$ cat config.mk
export PLATFORM = sky130hd
export DESIGN_NAME = lru_key_value_cache
export DESIGN_NICKNAME = d
export VERILOG_FILES = /design/src/hw/rtl/lkv_pkg.sv /design/src/hw/rtl/lkv_store.sv /design/src/hw/rtl/lkv_seq.sv /design/src/hw/rtl/lru_key_value_cache.sv
export SDC_FILE = /design/constraint.sdc
export NUM_CORES = 1
export LEC_CHECK = 0
export BUFFER_PORTS_ARGS = -buffer_cell sky130_fd_sc_hd__buf_2
export CAP_MARGIN = 15
export CORE_ASPECT_RATIO = 0.75
export CORE_MARGIN = 2
export CORE_UTILIZATION = 65
export CTS_CLUSTER_DIAMETER = 120
export DETAILED_ROUTE_END_ITERATION = 10
export PLACE_DENSITY = 0.89
export SKIP_CTS_REPAIR_TIMING = 1
export SYNTH_ARGS = -nofsm -noshare
export SYNTH_HDL_FRONTEND = slang
export SYNTH_SLANG_ARGS = --single-unit
$ cat constraint.sdc
create_clock -name clk -period 14.3 [get_ports clk]
set_input_delay 0 -clock clk [delete_from_list [all_inputs] [get_ports clk]]
set_output_delay 0 -clock clk [all_outputs]
set_load 0.05 [all_outputs]
$ cat src/hw/rtl/lkv_pkg.sv
`timescale 1ns / 1ps
// ----------------------------------------------------------------------------
// lkv_pkg: shared types and constants of the LRU key-value cache
// Sizes, command codes and the structs passed between sequencer, entry store
// and top level.
// ----------------------------------------------------------------------------
package lkv_pkg;

  localparam int ENTRIES  = 8;
  localparam int KEY_BITS = 32;
  localparam int DATA_W   = 32;
  localparam int CAP_W    = 4;
  localparam int IDX_W    = (ENTRIES > 1) ? $clog2(ENTRIES) : 1;
  localparam int CNT_W    = $clog2(ENTRIES + 1);
  localparam int AGE_W    = IDX_W;

  localparam logic       CMD_GET   = 1'b0;
  localparam logic       CMD_PUT   = 1'b1;
  localparam logic [CAP_W-1:0] CAP_RESET = CAP_W'(8);

  typedef logic [IDX_W-1:0]    idx_t;
  typedef logic [CNT_W-1:0]    cnt_t;
  typedef logic [AGE_W-1:0]    age_t;
  typedef logic [KEY_BITS-1:0] skey_t;
  typedef logic [DATA_W-1:0]   data_t;

  localparam idx_t IDX_LAST = IDX_W'(ENTRIES - 1);

  typedef struct packed {
    logic  rd_en;
    idx_t  rd_addr;
    logic  wr_en;
    idx_t  wr_addr;
    skey_t wr_key;
    data_t wr_value;
  } mem_req_t;

  typedef struct packed {
    skey_t key;
    data_t value;
  } mem_rsp_t;

  typedef struct packed {
    logic  hit;
    data_t read_value;
    logic  evicted;
    data_t evicted_key;
    data_t evicted_value;
  } result_t;

endpackage

$ cat src/hw/rtl/lkv_store.sv
`timescale 1ns / 1ps
// ----------------------------------------------------------------------------
// lkv_store: key and value storage
// One write port and one read port with registered read data.
// ----------------------------------------------------------------------------
module lkv_store (
  input  logic              clk,
  input  lkv_pkg::mem_req_t req,
  output lkv_pkg::mem_rsp_t rsp
);
  import lkv_pkg::*;

  skey_t key_mem [ENTRIES];
  data_t val_mem [ENTRIES];
  skey_t rd_key_r;
  data_t rd_value_r;

  always_ff @(posedge clk) begin
    if (req.wr_en) begin
      key_mem[req.wr_addr] <= req.wr_key;
      val_mem[req.wr_addr] <= req.wr_value;
    end
    if (req.rd_en) begin
      rd_key_r   <= key_mem[req.rd_addr];
      rd_value_r <= val_mem[req.rd_addr];
    end
  end

  assign rsp.key   = rd_key_r;
  assign rsp.value = rd_value_r;

endmodule

$ cat src/hw/rtl/lkv_seq.sv
`timescale 1ns / 1ps
// ----------------------------------------------------------------------------
// lkv_seq: lookup and replacement sequencer
// Scans entries one per step through a single key comparator, decides hit,
// fill or eviction, then sweeps the recency ages one entry per cycle.
// ----------------------------------------------------------------------------
module lkv_seq (
  input  logic                     clk,
  input  logic                     rst_n,
  input  logic                     in_valid,
  output logic                     in_ready,
  input  logic                     in_cmd,
  input  lkv_pkg::skey_t           in_key,
  input  lkv_pkg::data_t           in_value,
  input  logic [lkv_pkg::CAP_W-1:0] capacity,
  output lkv_pkg::mem_req_t        mem_req,
  input  lkv_pkg::mem_rsp_t        mem_rsp,
  output logic                     res_valid,
  input  logic                     res_ready,
  output lkv_pkg::result_t         res
);
  import lkv_pkg::*;

  typedef enum logic [2:0] {
    S_IDLE, S_READ, S_CMP, S_DECIDE, S_EVCAP, S_AGE, S_DONE
  } state_t;

  state_t             state_r;
  idx_t               idx_r;
  logic               cmd_r;
  skey_t              key_r;
  data_t              value_r;
  logic               found_r;
  idx_t               slot_r;
  data_t              found_val_r;
  age_t               found_age_r;
  logic               free_found_r;
  idx_t               free_slot_r;
  logic               old_any_r;
  idx_t               old_slot_r;
  age_t               old_age_r;
  logic               fresh_r;
  logic [ENTRIES-1:0] valid_r;
  age_t               rec_r [ENTRIES];
  cnt_t               count_r;
  result_t            res_r;

  cnt_t cap_eff;
  logic match;
  logic has_room;

  // Clamp capacity into 1..ENTRIES.
  always_comb begin
    if (capacity == '0) begin
      cap_eff = cnt_t'(1);
    end else if (int'(capacity) > ENTRIES) begin
      cap_eff = cnt_t'(ENTRIES);
    end else begin
      cap_eff = cnt_t'(capacity);
    end
  end

  assign match    = valid_r[idx_r] && (mem_rsp.key == key_r);
  assign has_room = count_r < cap_eff;

  always_comb begin
    mem_req          = '0;
    mem_req.wr_key   = key_r;
    mem_req.wr_value = value_r;
    case (state_r)
      S_READ: begin
        mem_req.rd_en   = 1'b1;
        mem_req.rd_addr = idx_r;
      end
      S_DECIDE: begin
        if (found_r) begin
          mem_req.wr_en   = (cmd_r == CMD_PUT);
          mem_req.wr_addr = slot_r;
        end else if (cmd_r == CMD_PUT && has_room) begin
          mem_req.wr_en   = 1'b1;
          mem_req.wr_addr = free_slot_r;
        end else if (cmd_r == CMD_PUT) begin
          mem_req.rd_en   = 1'b1;
          mem_req.rd_addr = old_slot_r;
        end
      end
      S_EVCAP: begin
        mem_req.wr_en   = 1'b1;
        mem_req.wr_addr = slot_r;
      end
      default: begin
      end
    endcase
  end

  always_ff @(posedge clk) begin
    if (!rst_n) begin
      state_r <= S_IDLE;
      valid_r <= '0;
      count_r <= '0;
      for (int i = 0; i < ENTRIES; i++) begin
        rec_r[i] <= '0;
      end
    end else begin
      case (state_r)
        S_IDLE: begin
          if (in_valid) begin
            cmd_r        <= in_cmd;
            key_r        <= in_key;
            value_r      <= in_value;
            idx_r        <= '0;
            found_r      <= 1'b0;
            free_found_r <= 1'b0;
            old_any_r    <= 1'b0;
            state_r      <= S_READ;
          end
        end
        S_READ: begin
          state_r <= S_CMP;
        end
        S_CMP: begin
          if (match && !found_r) begin
            found_r     <= 1'b1;
            slot_r      <= idx_r;
            found_val_r <= mem_rsp.value;
            found_age_r <= rec_r[idx_r];
          end
          if (!valid_r[idx_r] && !free_found_r) begin
            free_found_r <= 1'b1;
            free_slot_r  <= idx_r;
          end
          if (valid_r[idx_r] && (!old_any_r || rec_r[idx_r] > old_age_r)) begin
            old_any_r  <= 1'b1;
            old_slot_r <= idx_r;
            old_age_r  <= rec_r[idx_r];
          end
          if (idx_r == IDX_LAST) begin
            state_r <= S_DECIDE;
          end else begin
            idx_r   <= idx_t'(idx_r + 1'b1);
            state_r <= S_READ;
          end
        end
        S_DECIDE: begin
          res_r <= '{hit: found_r,
                     read_value: (found_r && cmd_r == CMD_GET) ? found_val_r : '0,
                     default: '0};
          idx_r <= '0;
          if (found_r) begin
            fresh_r <= 1'b0;
            state_r <= S_AGE;
          end else if (cmd_r == CMD_GET) begin
            state_r <= S_DONE;
          end else if (has_room) begin
            slot_r               <= free_slot_r;
            valid_r[free_slot_r] <= 1'b1;
            count_r              <= cnt_t'(count_r + 1'b1);
            fresh_r              <= 1'b1;
            state_r              <= S_AGE;
          end else begin
            slot_r  <= old_slot_r;
            state_r <= S_EVCAP;
          end
        end
        S_EVCAP: begin
          res_r   <= '{hit: 1'b0, read_value: '0, evicted: 1'b1,
                       evicted_key: DATA_W'(mem_rsp.key),
                       evicted_value: mem_rsp.value};
          fresh_r <= 1'b1;
          state_r <= S_AGE;
        end
        S_AGE: begin
          // Touched or filled slot becomes youngest; age the other valid entries (on a hit only those younger than it).
          if (idx_r == slot_r) begin
            rec_r[idx_r] <= '0;
          end else if (valid_r[idx_r] && (fresh_r || rec_r[idx_r] < found_age_r)) begin
            rec_r[idx_r] <= age_t'(rec_r[idx_r] + 1'b1);
          end
          if (idx_r == IDX_LAST) begin
            state_r <= S_DONE;
          end else begin
            idx_r <= idx_t'(idx_r + 1'b1);
          end
        end
        S_DONE: begin
          if (res_ready) begin
            state_r <= S_IDLE;
          end
        end
        default: begin
          state_r <= S_IDLE;
        end
      endcase
    end
  end

  assign in_ready  = (state_r == S_IDLE);
  assign res_valid = (state_r == S_DONE);
  assign res       = res_r;

  a_count_matches_valid: assert property (@(posedge clk) disable iff (!rst_n)
    $countones(valid_r) == int'(count_r))
    else $error("entry count differs from number of valid entries");

  a_free_slot_when_room: assert property (@(posedge clk) disable iff (!rst_n)
    (state_r == S_DECIDE && cmd_r == CMD_PUT && !found_r && has_room) |-> free_found_r)
    else $error("room reported but no free entry found");

  a_evict_needs_victim: assert property (@(posedge clk) disable iff (!rst_n)
    (state_r == S_DECIDE && cmd_r == CMD_PUT && !found_r && !has_room) |-> old_any_r)
    else $error("eviction without a valid victim");

  a_evict_only_on_put: assert property (@(posedge clk) disable iff (!rst_n)
    (res_valid && res_r.evicted) |-> (cmd_r == CMD_PUT && !res_r.hit))
    else $error("eviction reported for a get or a hit");

endmodule

$ cat src/hw/rtl/lru_key_value_cache.sv
`timescale 1ns / 1ps
// ----------------------------------------------------------------------------
// lru_key_value_cache: fully associative key-value cache, LRU replacement
// Sequence per item: scan every entry through the key comparator (a registered
//   store read, then a compare), decide, then sweep the ages one entry per cycle;
//   an eviction adds a step that captures the victim, and a get miss skips the sweep.
//   A new item is accepted only after the last result is taken by the output register.
// Reset: rst_n synchronous, active low; clears valid bits, ages and the entry
//   count, and sets the capacity register to 8. Keys and values are not cleared.
// ----------------------------------------------------------------------------
module lru_key_value_cache (
  input  logic        clk,
  input  logic        rst_n,
  input  logic        in_tvalid,
  output logic        in_tready,
  input  logic [63:0] in_tdata,   // [31:0] key, [63:32] value
  input  logic [0:0]  in_tuser,   // [0] command (0 get, 1 put)
  output logic        out_tvalid,
  input  logic        out_tready,
  output logic [95:0] out_tdata,  // [31:0] read_value, [63:32] evicted_key,
                                  // [95:64] evicted_value
  output logic [1:0]  out_tuser,  // [0] hit, [1] evicted
  input  logic        cfg_valid,
  output logic        cfg_ready,
  input  logic [3:0]  cfg_data    // capacity_in_use
);
  import lkv_pkg::*;

  logic [CAP_W-1:0] capacity_r;
  mem_req_t         mem_req;
  mem_rsp_t         mem_rsp;
  logic             res_valid;
  logic             res_ready;
  result_t          res;
  logic             out_valid_r;
  result_t          out_r;

  // Capacity register: always writable.
  assign cfg_ready = 1'b1;

  always_ff @(posedge clk) begin
    if (!rst_n) begin
      capacity_r <= CAP_RESET;
    end else if (cfg_valid) begin
      capacity_r <= cfg_data;
    end
  end

  lkv_seq u_seq (
    .clk       (clk),
    .rst_n     (rst_n),
    .in_valid  (in_tvalid),
    .in_ready  (in_tready),
    .in_cmd    (in_tuser[0]),
    .in_key    (KEY_BITS'(in_tdata[31:0])),
    .in_value  (in_tdata[63:32]),
    .capacity  (capacity_r),
    .mem_req   (mem_req),
    .mem_rsp   (mem_rsp),
    .res_valid (res_valid),
    .res_ready (res_ready),
    .res       (res)
  );

  lkv_store u_store (
    .clk (clk),
    .req (mem_req),
    .rsp (mem_rsp)
  );

  // Output register: load a finished item when empty or being drained.
  assign res_ready = !out_valid_r || out_tready;

  always_ff @(posedge clk) begin
    if (!rst_n) begin
      out_valid_r <= 1'b0;
    end else if (res_valid && res_ready) begin
      out_valid_r <= 1'b1;
    end else if (out_tready) begin
      out_valid_r <= 1'b0;
    end
  end

  always_ff @(posedge clk) begin
    if (res_valid && res_ready) begin
      out_r <= res;
    end
  end

  assign out_tvalid = out_valid_r;
  assign out_tdata  = {out_r.evicted_value, out_r.evicted_key, out_r.read_value};
  assign out_tuser  = {out_r.evicted, out_r.hit};

endmodule
==> results.py, run 1 <==
metrics = {
    "routing": {
        "viasPerCell": 6.45,
        "wire_per_inst_microns": 27.0,
        "vias": 19100,
        "drt-total-wl_mm": 79.8,
        "drc": 0,
        "drtIter0Drc": 2700,
        "antenna_left": 0,
        "drt_first_pass_iters": 6,
    },
    "clocking": {
        "cts-root-buf": "clkbuf_16",
        "htreeDepth": 3,
        "cts-buffers-inserted": 84,
        "clock_path_buffers": 3,
        "cts_tree": "built",
        "clk-insertion-delay-late_ns": 0.65,
        "cts.clk_slew.worst_paths_ns": 0.07,
        "cts_sinks": 938,
    },
    "die": {
        "fp-row-count": 74,
        "die-width_microns": 275,
        "die_h_microns": 207,
        "core_sq_um": 54500,
        "ios": 175,
        "dieArea_sq_um": 57100,
        "initial_core_util": 0.658,
    },
    "critical_path": {
        "crit_chain": "nor2b_4, buf_4, a32o_1, a41o_4, buf_4, buf_4, mux2_2, a221oi_1, mux2i_1",
        "path_class": "register to register",
        "crit_fanout": 73,
        "path_buf_inv": 3,
        "cp.arrival_ns": 6.09,
        "r2r_start": "u_seq.state_r[0]",
        "cp.required_ns": 14.66,
        "crit_end": "u_store.rd_key_r[9]",
        "cp_top_family": "buffers and inverters",
        "crit_start": "u_seq.state_r[0]",
        "start_kind": "register",
        "cpPeakStageDelay_ns": 0.96,
        "critical_path_depth": 9,
        "crit_top_cell": "buf_4",
        "end_kind": "register",
        "r2r_setup_slack_ns": 8.57,
        "r2r_cells": 9,
        "r2r-end": "u_store.rd_key_r[9]",
        "worst_path_max_delay_cell": "buf_4",
    },
    "sta": {
        "finalSetupViolations": 0,
        "hold_viol": 0,
        "rsz0062_at_grt": "no",
        "period_share": 0.401,
        "fmax_mhz": 174,
        "tightestPinTransition_ns": 1.14,
        "fin_worst_skew_ns": 0.0315,
        "min_period_ns": 5.73,
        "drv_slew": 0,
        "final.setup.tns_ns": 0,
        "slew_headroom": 0.238,
    },
    "logic_synthesis": {
        "ys_seq_area_frac": 0.779,
        "ys_seq_elements": 938,
        "ys_top_cells_by_count": "edfxtp_1 (915), mux2i_1 (202), and2_1 (107), and4_1 (64), o22a_1 (64)",
        "synth_edf_count": 915,
        "synth.net_count": 1993,
        "yosysTopAreaCell": "edfxtp_1",
        "postSynthAreaPerCell_sq_um": 18.8,
        "postSynthCellCount": 1907,
        "yosysWarnings": 0,
        "yosysMostFrequentCell": "edfxtp_1",
        "synth_top_area_frac": 0.766,
        "synth_area_sq_um": 35900,
        "async_reset_ff_frac": 0,
        "ys_types": 59,
        "netlist_top_cells_area": "edfxtp_1 (77%), mux2i_1 (5.6%), mux2_2 (1.9%)",
        "synth_ff_type": "edfxtp_1",
    },
    "layout": {
        "antenna-diode-count": 0,
        "area.growth.synth_to_final_pct": 14.0,
        "final_nets": 2251,
        "drive_gt1_frac": 0.203,
        "utilization": 0.750,
    },
    "global_route": {
        "grt_pass1_vias": 18800,
        "gr-usage-all-layers": 0.266,
        "antenna_found_initial": 1,
        "grt-ovfl-total": 0,
        "grt_pass1_wl_mm": 113,
        "grt_max_degree": 74,
        "top_usage_layer": "met2",
        "gr-usage-met3": 0.0515,
        "use_met1": 0.370,
        "grtUsageMet2": 0.426,
    },
    "place": {
        "port_buffers": 173,
        "place.gp.congestion": 0.872,
        "dp_hpwl_mm": 39.9,
    },
    "power_and_ir_drop": {
        "p_total_mw": 5.62,
        "max-vdd-ir-drop_mv": 0.102,
        "p_per_area_nw_per_um2": 137,
        "p_leak_nw": 14.3,
    },
    "status": {
        "status": "finished clean",
    },
    "worst_hold_path": {
        "hold_path_class": "input pin to register",
    },
    "job": {
        "drv_cap": 0,
    },
}
-- report_power, final --
| group | switching [mW] | internal [mW] |
|---|---|---|
| sequential | 0.0459 | 3.05 |
| combinational | 0.185 | 0.121 |
| clock | 0.984 | 1.23 |
| total | 1.21 | 4.40 |
-- worst min path at each step --
| stage | start | end | slack, ns | cells past startpoint |
|---|---|---|---|---|
| floorplan | in_tuser | u_seq.cmd_r | 0.1 | 0 |
| finish | in_tdata[7] | u_seq.key_r[7] | 0.07 | 2 |
| CTS | in_tdata[5] | u_seq.key_r[5] | -0.49 | 1 |
| detailed placement | in_tdata[2] | u_seq.key_r[2] | 0.18 | 1 |
| global placement | in_tdata[14] | u_seq.key_r[14] | 0.18 | 1 |
| global route | in_tdata[58] | u_seq.value_r[26] | 0.06 | 2 |
-- per-layer routing --
| metal | share of wire | routed length (microns) |
|---|---|---|
| met5 | 0 | 0 |
| met4 | 0.028 | 2220 |
| met3 | 0.093 | 7420 |
| met2 | 0.50 | 39500 |
| met1 | 0.38 | 30600 |
-- cell families after synthesis --
logic type | Yosys count | share of synthesized area
other | 1 | 0.000105
XOR/XNOR | 39 | 0.00952
adder cells (fa/ha/maj) | 12 | 0.00419
flip-flops | 938 | 0.779
multiplexers | 279 | 0.0840
buffers and inverters | 122 | 0.0168
AO/OA/AOI/OAI | 199 | 0.0509
AND/OR/NAND/NOR | 317 | 0.0557
-- stage by stage --
step	cells	setup slack (ns)	hold slack [ns]	area (sq um)
after floorplan	1907	6.18	0.0989	35900
after global placement	2719	9.03	0.178	37400
after detailed placement	2719	8.80	0.178	37400
after CTS	2871	8.78	-0.490	40100
after global routing	2953	8.36	0.0605	40900
final	2953	8.57	0.0739	40900
-- worst register-to-register path, delay by kind of cell, from the launching register on --
kind            cells  cell delay [ns]
compound gates      3             1.44
buf+inv             3             2.52
flops               1             0.66
mux                 2             0.63
simple gates        1             0.24
-- cells in the final DEF (no fill, tap or decap), types with 6 or more instances in the layout --
| master | count |
|---|---|
| nor2b_1 | 16 |
| and2_1 | 105 |
| mux4_2 | 8 |
| nor3_1 | 10 |
| a21oi_1 | 10 |
| o21a_1 | 6 |
| mux2_4 | 9 |
| nand3_1 | 10 |
| o22a_1 | 64 |
| clkbuf_1 | 22 |
| clkinv_1 | 17 |
| nor2_4 | 10 |
| ha_1 | 12 |
| o21ai_0 | 27 |
| xnor2_1 | 8 |
| inv_6 | 6 |
| nand2b_1 | 6 |
| xor2_1 | 31 |
| bufinv_16 | 7 |
| and4_1 | 64 |
| dfxtp_1 | 23 |
| nor2_1 | 21 |
| a221oi_2 | 38 |
| nand2_1 | 26 |
| dlygate4sd3_1 | 81 |
| nor4_1 | 18 |
| edfxtp_1 | 915 |
| buf_4 | 23 |
| inv_1 | 16 |
| mux2_2 | 60 |
| a221oi_1 | 26 |
| clkbuf_16 | 85 |
| mux2i_1 | 202 |
| clkinv_2 | 7 |
| buf_2 | 173 |
-- area by class of cell --
type / instances / area [sq um]
well taps: 722 / 903
fillers: 2846 / 13600
clock buffers: 107 / 2210
inverters: 16 / 60.1
clock inverters: 45 / 440
multi-input cells: 847 / 7490
flip-flops and latches: 938 / 27900
repair buffers: 278 / 1850
-- state kept, by name (all words and copies together), names as in the netlist, 4 cells and up, named ones only --
signal              flops
u_seq.rec_r            24
u_store.val_mem       256
u_store.rd_value_r     32
capacity_r              4
u_seq.res              98
u_seq.key_r            32
u_store.rd_key_r       32
u_seq.count_r           4
u_store.key_mem       256
u_seq.value_r          32
u_seq.found_val_r      32
u_seq.valid_r           8
out_tdata              96
Power figures use the tool's default switching activity.
==> run 2, diff against run 1 <==
- CORE_UTILIZATION: 65 -> 61
- PLACE_DENSITY: 0.89 -> 0.84
- clock period: 14.3 -> 5.75 ns (I/O delays scaled with it)
==> run 2 against run 1 <==
  * Die area increased by 6.4%
  * Count of clock-buffer cells in the layout decreased by 6
  * First-iteration DRC count decreased by 22%
  * Global-route usage decreased by 2.6 points
  * Critical path type unchanged
  * Largest cell class unchanged
==> results.py, run 2 (same netlist as run 1, synthesis figures left out) <==
metrics = {
    "global_route": {
        "grt-ovfl-total": 0,
        "grt_pass1_vias": 18700,
        "gr-usage-all-layers": 0.240,
        "grt_max_degree": 102,
        "grt_pass1_wl_mm": 111,
        "antenna_found_initial": 1,
    },
    "sta": {
        "slew_headroom": 0.194,
        "tightestPinTransition_ns": 1.21,
        "final.setup.tns_ns": 0,
        "drv_slew": 0,
        "min_period_ns": 4.10,
        "rsz0062_at_grt": "no",
        "period_share": 0.713,
        "fin_worst_skew_ns": 0.0253,
        "fmax_mhz": 244,
        "finalSetupViolations": 0,
        "hold_viol": 0,
    },
    "critical_path": {
        "worst_path_max_delay_cell": "buf_4",
        "crit_fanout": 53,
        "start_kind": "register",
        "r2r_cells": 11,
        "crit_end": "u_store.val_mem[0][2]",
        "path_class": "register to register",
        "r2r-end": "u_store.val_mem[0][2]",
        "crit_top_cell": "buf_4",
        "crit_chain": "inv_1, nand2_1, ha_1, o21ai_0, nor2_1, a2111oi_2, buf_4, a22o_1, o21bai_1, nor2_4, buf_4",
        "end_kind": "register",
        "cpPeakStageDelay_ns": 0.82,
        "crit_start": "capacity_r[3]",
        "r2r_start": "capacity_r[3]",
        "r2r_setup_slack_ns": 1.65,
        "cp.required_ns": 6.00,
        "cp.arrival_ns": 4.35,
    },
    "layout": {
        "fin_cells": 3014,
        "final_nets": 2257,
        "final_common_cell": "edfxtp_1",
        "layout.cells.most_common_list": "edfxtp_1 (915), mux2i_1 (202), buf_2 (173)",
        "drive_gt1_frac": 0.207,
        "area.growth.synth_to_final_pct": 14.7,
        "antenna-diode-count": 0,
    },
    "clocking": {
        "cts-buffers-inserted": 84,
        "cts.clk_slew.worst_paths_ns": 0.06,
        "cts_tree": "built",
        "htreeDepth": 3,
        "cts-root-buf": "clkbuf_16",
        "clk-insertion-delay-late_ns": 0.64,
        "cts_sinks": 938,
        "clock_path_buffers": 3,
    },
    "die": {
        "ios": 175,
        "die_h_microns": 214,
        "dieArea_sq_um": 60800,
        "die-width_microns": 284,
        "initial_core_util": 0.620,
        "core_sq_um": 57800,
        "fp-row-count": 76,
    },
    "power_and_ir_drop": {
        "max-vdd-ir-drop_mv": 0.248,
        "p_per_area_nw_per_um2": 339,
        "p_leak_nw": 14.4,
    },
    "job": {
        "drv_cap": 0,
    },
    "status": {
        "status": "finished clean",
    },
    "routing": {
        "drc": 0,
        "drt_first_pass_iters": 6,
        "wire_per_inst_microns": 24.5,
        "viasPerCell": 6.17,
        "drtIter0Drc": 2119,
        "antenna_left": 0,
        "drt-total-wl_mm": 73.7,
        "vias": 18600,
    },
    "place": {
        "dp_hpwl_mm": 40.2,
        "port_buffers": 173,
        "dp_cells": 2783,
        "place.gp.congestion": 0.827,
    },
    "worst_hold_path": {
        "worstHoldStart": "in_tdata[13]",
        "hold_path_class": "input pin to register",
    },
}
## run 2: layer usage
layer  global-route usage  wire (microns)  vias to the layer above
met4               0.0833            2240                        0
met2                0.381           35500                      907
li1                     -               -                     8133
met5                    0               0                        -
met3               0.0491            6070                      177
met1                0.337           30000                     9381
## run 2: critical path, delay by kind of cell (launching register included)
| family | cells | cell delay [ns] |
|---|---|---|
| adder cells (fa/ha/maj) | 1 | 0.29 |
| AND/OR/NAND/NOR | 3 | 1.04 |
| AO/OA/AOI/OAI | 4 | 0.86 |
| buffers and inverters | 3 | 1.15 |
| flip-flops | 1 | 0.32 |
## run 2: report_power, final
group,leakage [nW],internal [mW],switching (mW)
Sequential,8.70,7.59,0.112
Clock,1.30,3.11,2.37
Combinational,4.42,0.304,0.447
## run 2: stage by stage
step | hold slack (ns) | setup slack [ns] | cell area [sq um] | utilization | power [mW]
3_3_place_gp | 0.178 | 1.80 | 37600 | 0.651 | 8.51
3_5_place_dp | 0.178 | 1.64 | 37600 | 0.651 | 8.54
2_1_floorplan | 0.0989 | 0.425 | 35900 | - | 8.30
6_report | 0.0724 | 1.65 | 41100 | 0.712 | 13.9
5_1_grt | 0.0572 | 1.48 | 41100 | 0.712 | 14.3
4_1_cts | -0.488 | 1.61 | 40300 | 0.698 | 13.9
## run 2: worst min path at each step
stage | endpoint | cells past startpoint | slack [ns]
after floorplan | u_seq.cmd_r | 0 | 0.1
final | u_seq.key_r[13] | 2 | 0.07
after global placement | u_seq.key_r[10] | 1 | 0.18
after CTS | u_seq.value_r[9] | 1 | -0.49
after detailed placement | u_seq.value_r[25] | 1 | 0.18
after global routing | u_seq.key_r[8] | 2 | 0.06
## run 2: final cells by class
| class | instances | area, sq um |
|---|---|---|
| Sequential cell | 938 | 27900 |
| Fill cell | 3453 | 16700 |
| Multi-Input combinational cell | 847 | 7500 |
| Clock buffer | 101 | 2210 |
| Timing Repair Buffer | 284 | 1990 |
| Tap cell | 780 | 976 |
| Clock inverter | 48 | 479 |
| Inverter | 16 | 60.1 |
==> run 3, diff against run 2 <==
- CORE_UTILIZATION: 61 -> 55
- PLACE_DENSITY: 0.84 -> 0.81
- clock period: 5.75 -> 3.7 ns (I/O delays scaled with it)
==> run 3 against run 2 <==
  * Final area increased by 2.3%
  * Final cell count increased by 5.2%
  * Sequential power increased by 56%
  * Die area increased by 11%
  * Wire length increased by 4.3%
  * Maximum frequency increased by 21%
  * Hold slack got worse by 0.019 ns
  * Clock power increased by 66%
  * Via count increased by 0.65%
  * Worst setup slack got worse by 1.3 ns
  * Global-route usage decreased by 1.4 points
  * Critical path type unchanged
  * Largest cell class unchanged
==> results.py, run 3 (same netlist as run 1, synthesis figures left out) <==
metrics = {
    "critical_path": {
        "crit_fanout": 24,
        "r2r_setup_slack_ns": 0.32,
        "cp.arrival_ns": 3.71,
        "path_class": "register to register",
        "start_kind": "register",
        "end_kind": "register",
        "cp.required_ns": 4.03,
    },
    "place": {
        "placed_cell_area_sq_um": 38400,
        "port_buffers": 173,
        "place_ws_ns": 0.477,
        "dp_hpwl_mm": 43.4,
        "place.gp.congestion": 0.818,
    },
    "clocking": {
        "htreeDepth": 3,
        "cts-buffers-inserted": 87,
        "clock_path_buffers": 3,
        "cts.clk_slew.worst_paths_ns": 0.06,
        "cts-root-buf": "clkbuf_16",
        "cts_tree": "built",
        "cts_sinks": 938,
        "clk-insertion-delay-late_ns": 0.65,
    },
    "sta": {
        "min_period_ns": 3.38,
        "tightestPinTransition_ns": 0.952,
        "drv_slew": 0,
        "rsz0062_at_grt": "no",
        "slew_headroom": 0.357,
        "fmax_mhz": 296,
        "hold_viol": 0,
        "setup_ws_ns": 0.321,
        "finalSetupViolations": 0,
        "period_share": 0.913,
        "fin_worst_skew_ns": 0.0235,
        "final.setup.tns_ns": 0,
    },
    "power_and_ir_drop": {
        "p_per_area_nw_per_um2": 530,
        "combPwrFrac": 0.057,
        "p_switching_mw": 4.78,
        "p_int_mw": 17.5,
        "clkPwrFrac": 0.408,
        "p_leak_nw": 14.9,
        "seqPwrFrac": 0.535,
        "max-vdd-ir-drop_mv": 0.474,
        "p_sw_frac": 0.214,
    },
    "layout": {
        "antenna-diode-count": 0,
        "final_area_sq_um": 42100,
        "final_nets": 2312,
        "utilization": 0.649,
        "area.growth.synth_to_final_pct": 17.4,
        "drive_gt1_frac": 0.229,
        "final_common_cell": "edfxtp_1",
        "layout.cells.most_common_list": "edfxtp_1 (915), mux2i_1 (201), buf_2 (173)",
    },
    "routing": {
        "viasPerCell": 5.90,
        "antenna_left": 0,
        "wire_per_inst_microns": 24.3,
        "drt_first_pass_iters": 5,
        "drtIter0Drc": 1820,
        "drt-total-wl_mm": 76.9,
        "vias": 18700,
        "drc": 0,
    },
    "die": {
        "dieArea_sq_um": 67300,
        "die-width_microns": 299,
        "initial_core_util": 0.553,
        "fp-row-count": 81,
        "ios": 175,
        "core_sq_um": 64900,
        "die_h_microns": 225,
    },
    "global_route": {
        "antenna_found_initial": 2,
        "grt_max_degree": 99,
        "grt_pass1_vias": 18300,
        "grt_pass1_wl_mm": 113,
        "grt-ovfl-total": 0,
        "gr-usage-all-layers": 0.226,
    },
    "job": {
        "drv_cap": 0,
    },
    "status": {
        "status": "finished clean",
    },
    "worst_hold_path": {
        "hold_path_class": "input pin to register",
    },
}
-- run 3: final timing paths --
path | end | from | cells past startpoint
worst max-delay path | u_store.val_mem[3][1] | capacity_r[3] | 11
worst min-delay path | u_seq.value_r[9] | in_tdata[41] | 2
worst max register to register | u_store.val_mem[3][1] | capacity_r[3] | 11
worst min register to register | out_tdata[23] | u_seq.res[88] | 0
-- run 3: critical path, stage by stage (launching register included) --
cell and delay (ns):
dfxtp_1 0.31, inv_1 0.11, nand2_1 0.08, ha_1 0.21, nor4_1 0.26, o21ai_0 0.25, a2111oi_2 0.55, buf_4 0.27
and3b_1 0.22, a31oi_1 0.11, nor2_4 0.43, buf_12 0.27
-- run 3: power by group through the flow --
stage / clock network (mW) / registers (mW) / logic (mW)
after floorplan: 0 / 12.1 / 0.789
after global placement: 0 / 12.2 / 1.15
after detailed placement: 0 / 12.2 / 1.18
after CTS: 9.22 / 11.9 / 1.20
after global routing: 9.61 / 12.0 / 1.35
final: 9.10 / 12.0 / 1.28
-- run 3: routing by layer --
| metal | part of all wire | GRT usage | vias up |
|---|---|---|---|
| met5 | 0 | 0 | - |
| met4 | 0.025 | 0.0724 | 0 |
| met3 | 0.081 | 0.0430 | 124 |
| met2 | 0.48 | 0.358 | 820 |
| met1 | 0.41 | 0.320 | 9522 |
| li1 | - | - | 8252 |
-- run 3: cell type report --
cell class | instances | area [sq um]
fillers | 4257 | 22800
well taps | 871 | 1090
clock buffers | 112 | 2330
repair buffers | 336 | 2610
clock inverters | 50 | 581
inverters | 16 | 60.1
flip-flops and latches | 938 | 27900
multi-input cells | 847 | 7500
-- run 3: per-stage QoR --
| step | cells | hold WS [ns] | total power, mW |
|---|---|---|---|
| after floorplan | 1907 | 0.0989 | 12.9 |
| after detailed placement | 2926 | 0.178 | 13.4 |
| after global placement | 2926 | 0.178 | 13.3 |
| after CTS | 3088 | -0.511 | 22.4 |
| after global routing | 3170 | 0.0369 | 22.9 |
| final | 3170 | 0.0537 | 22.3 |
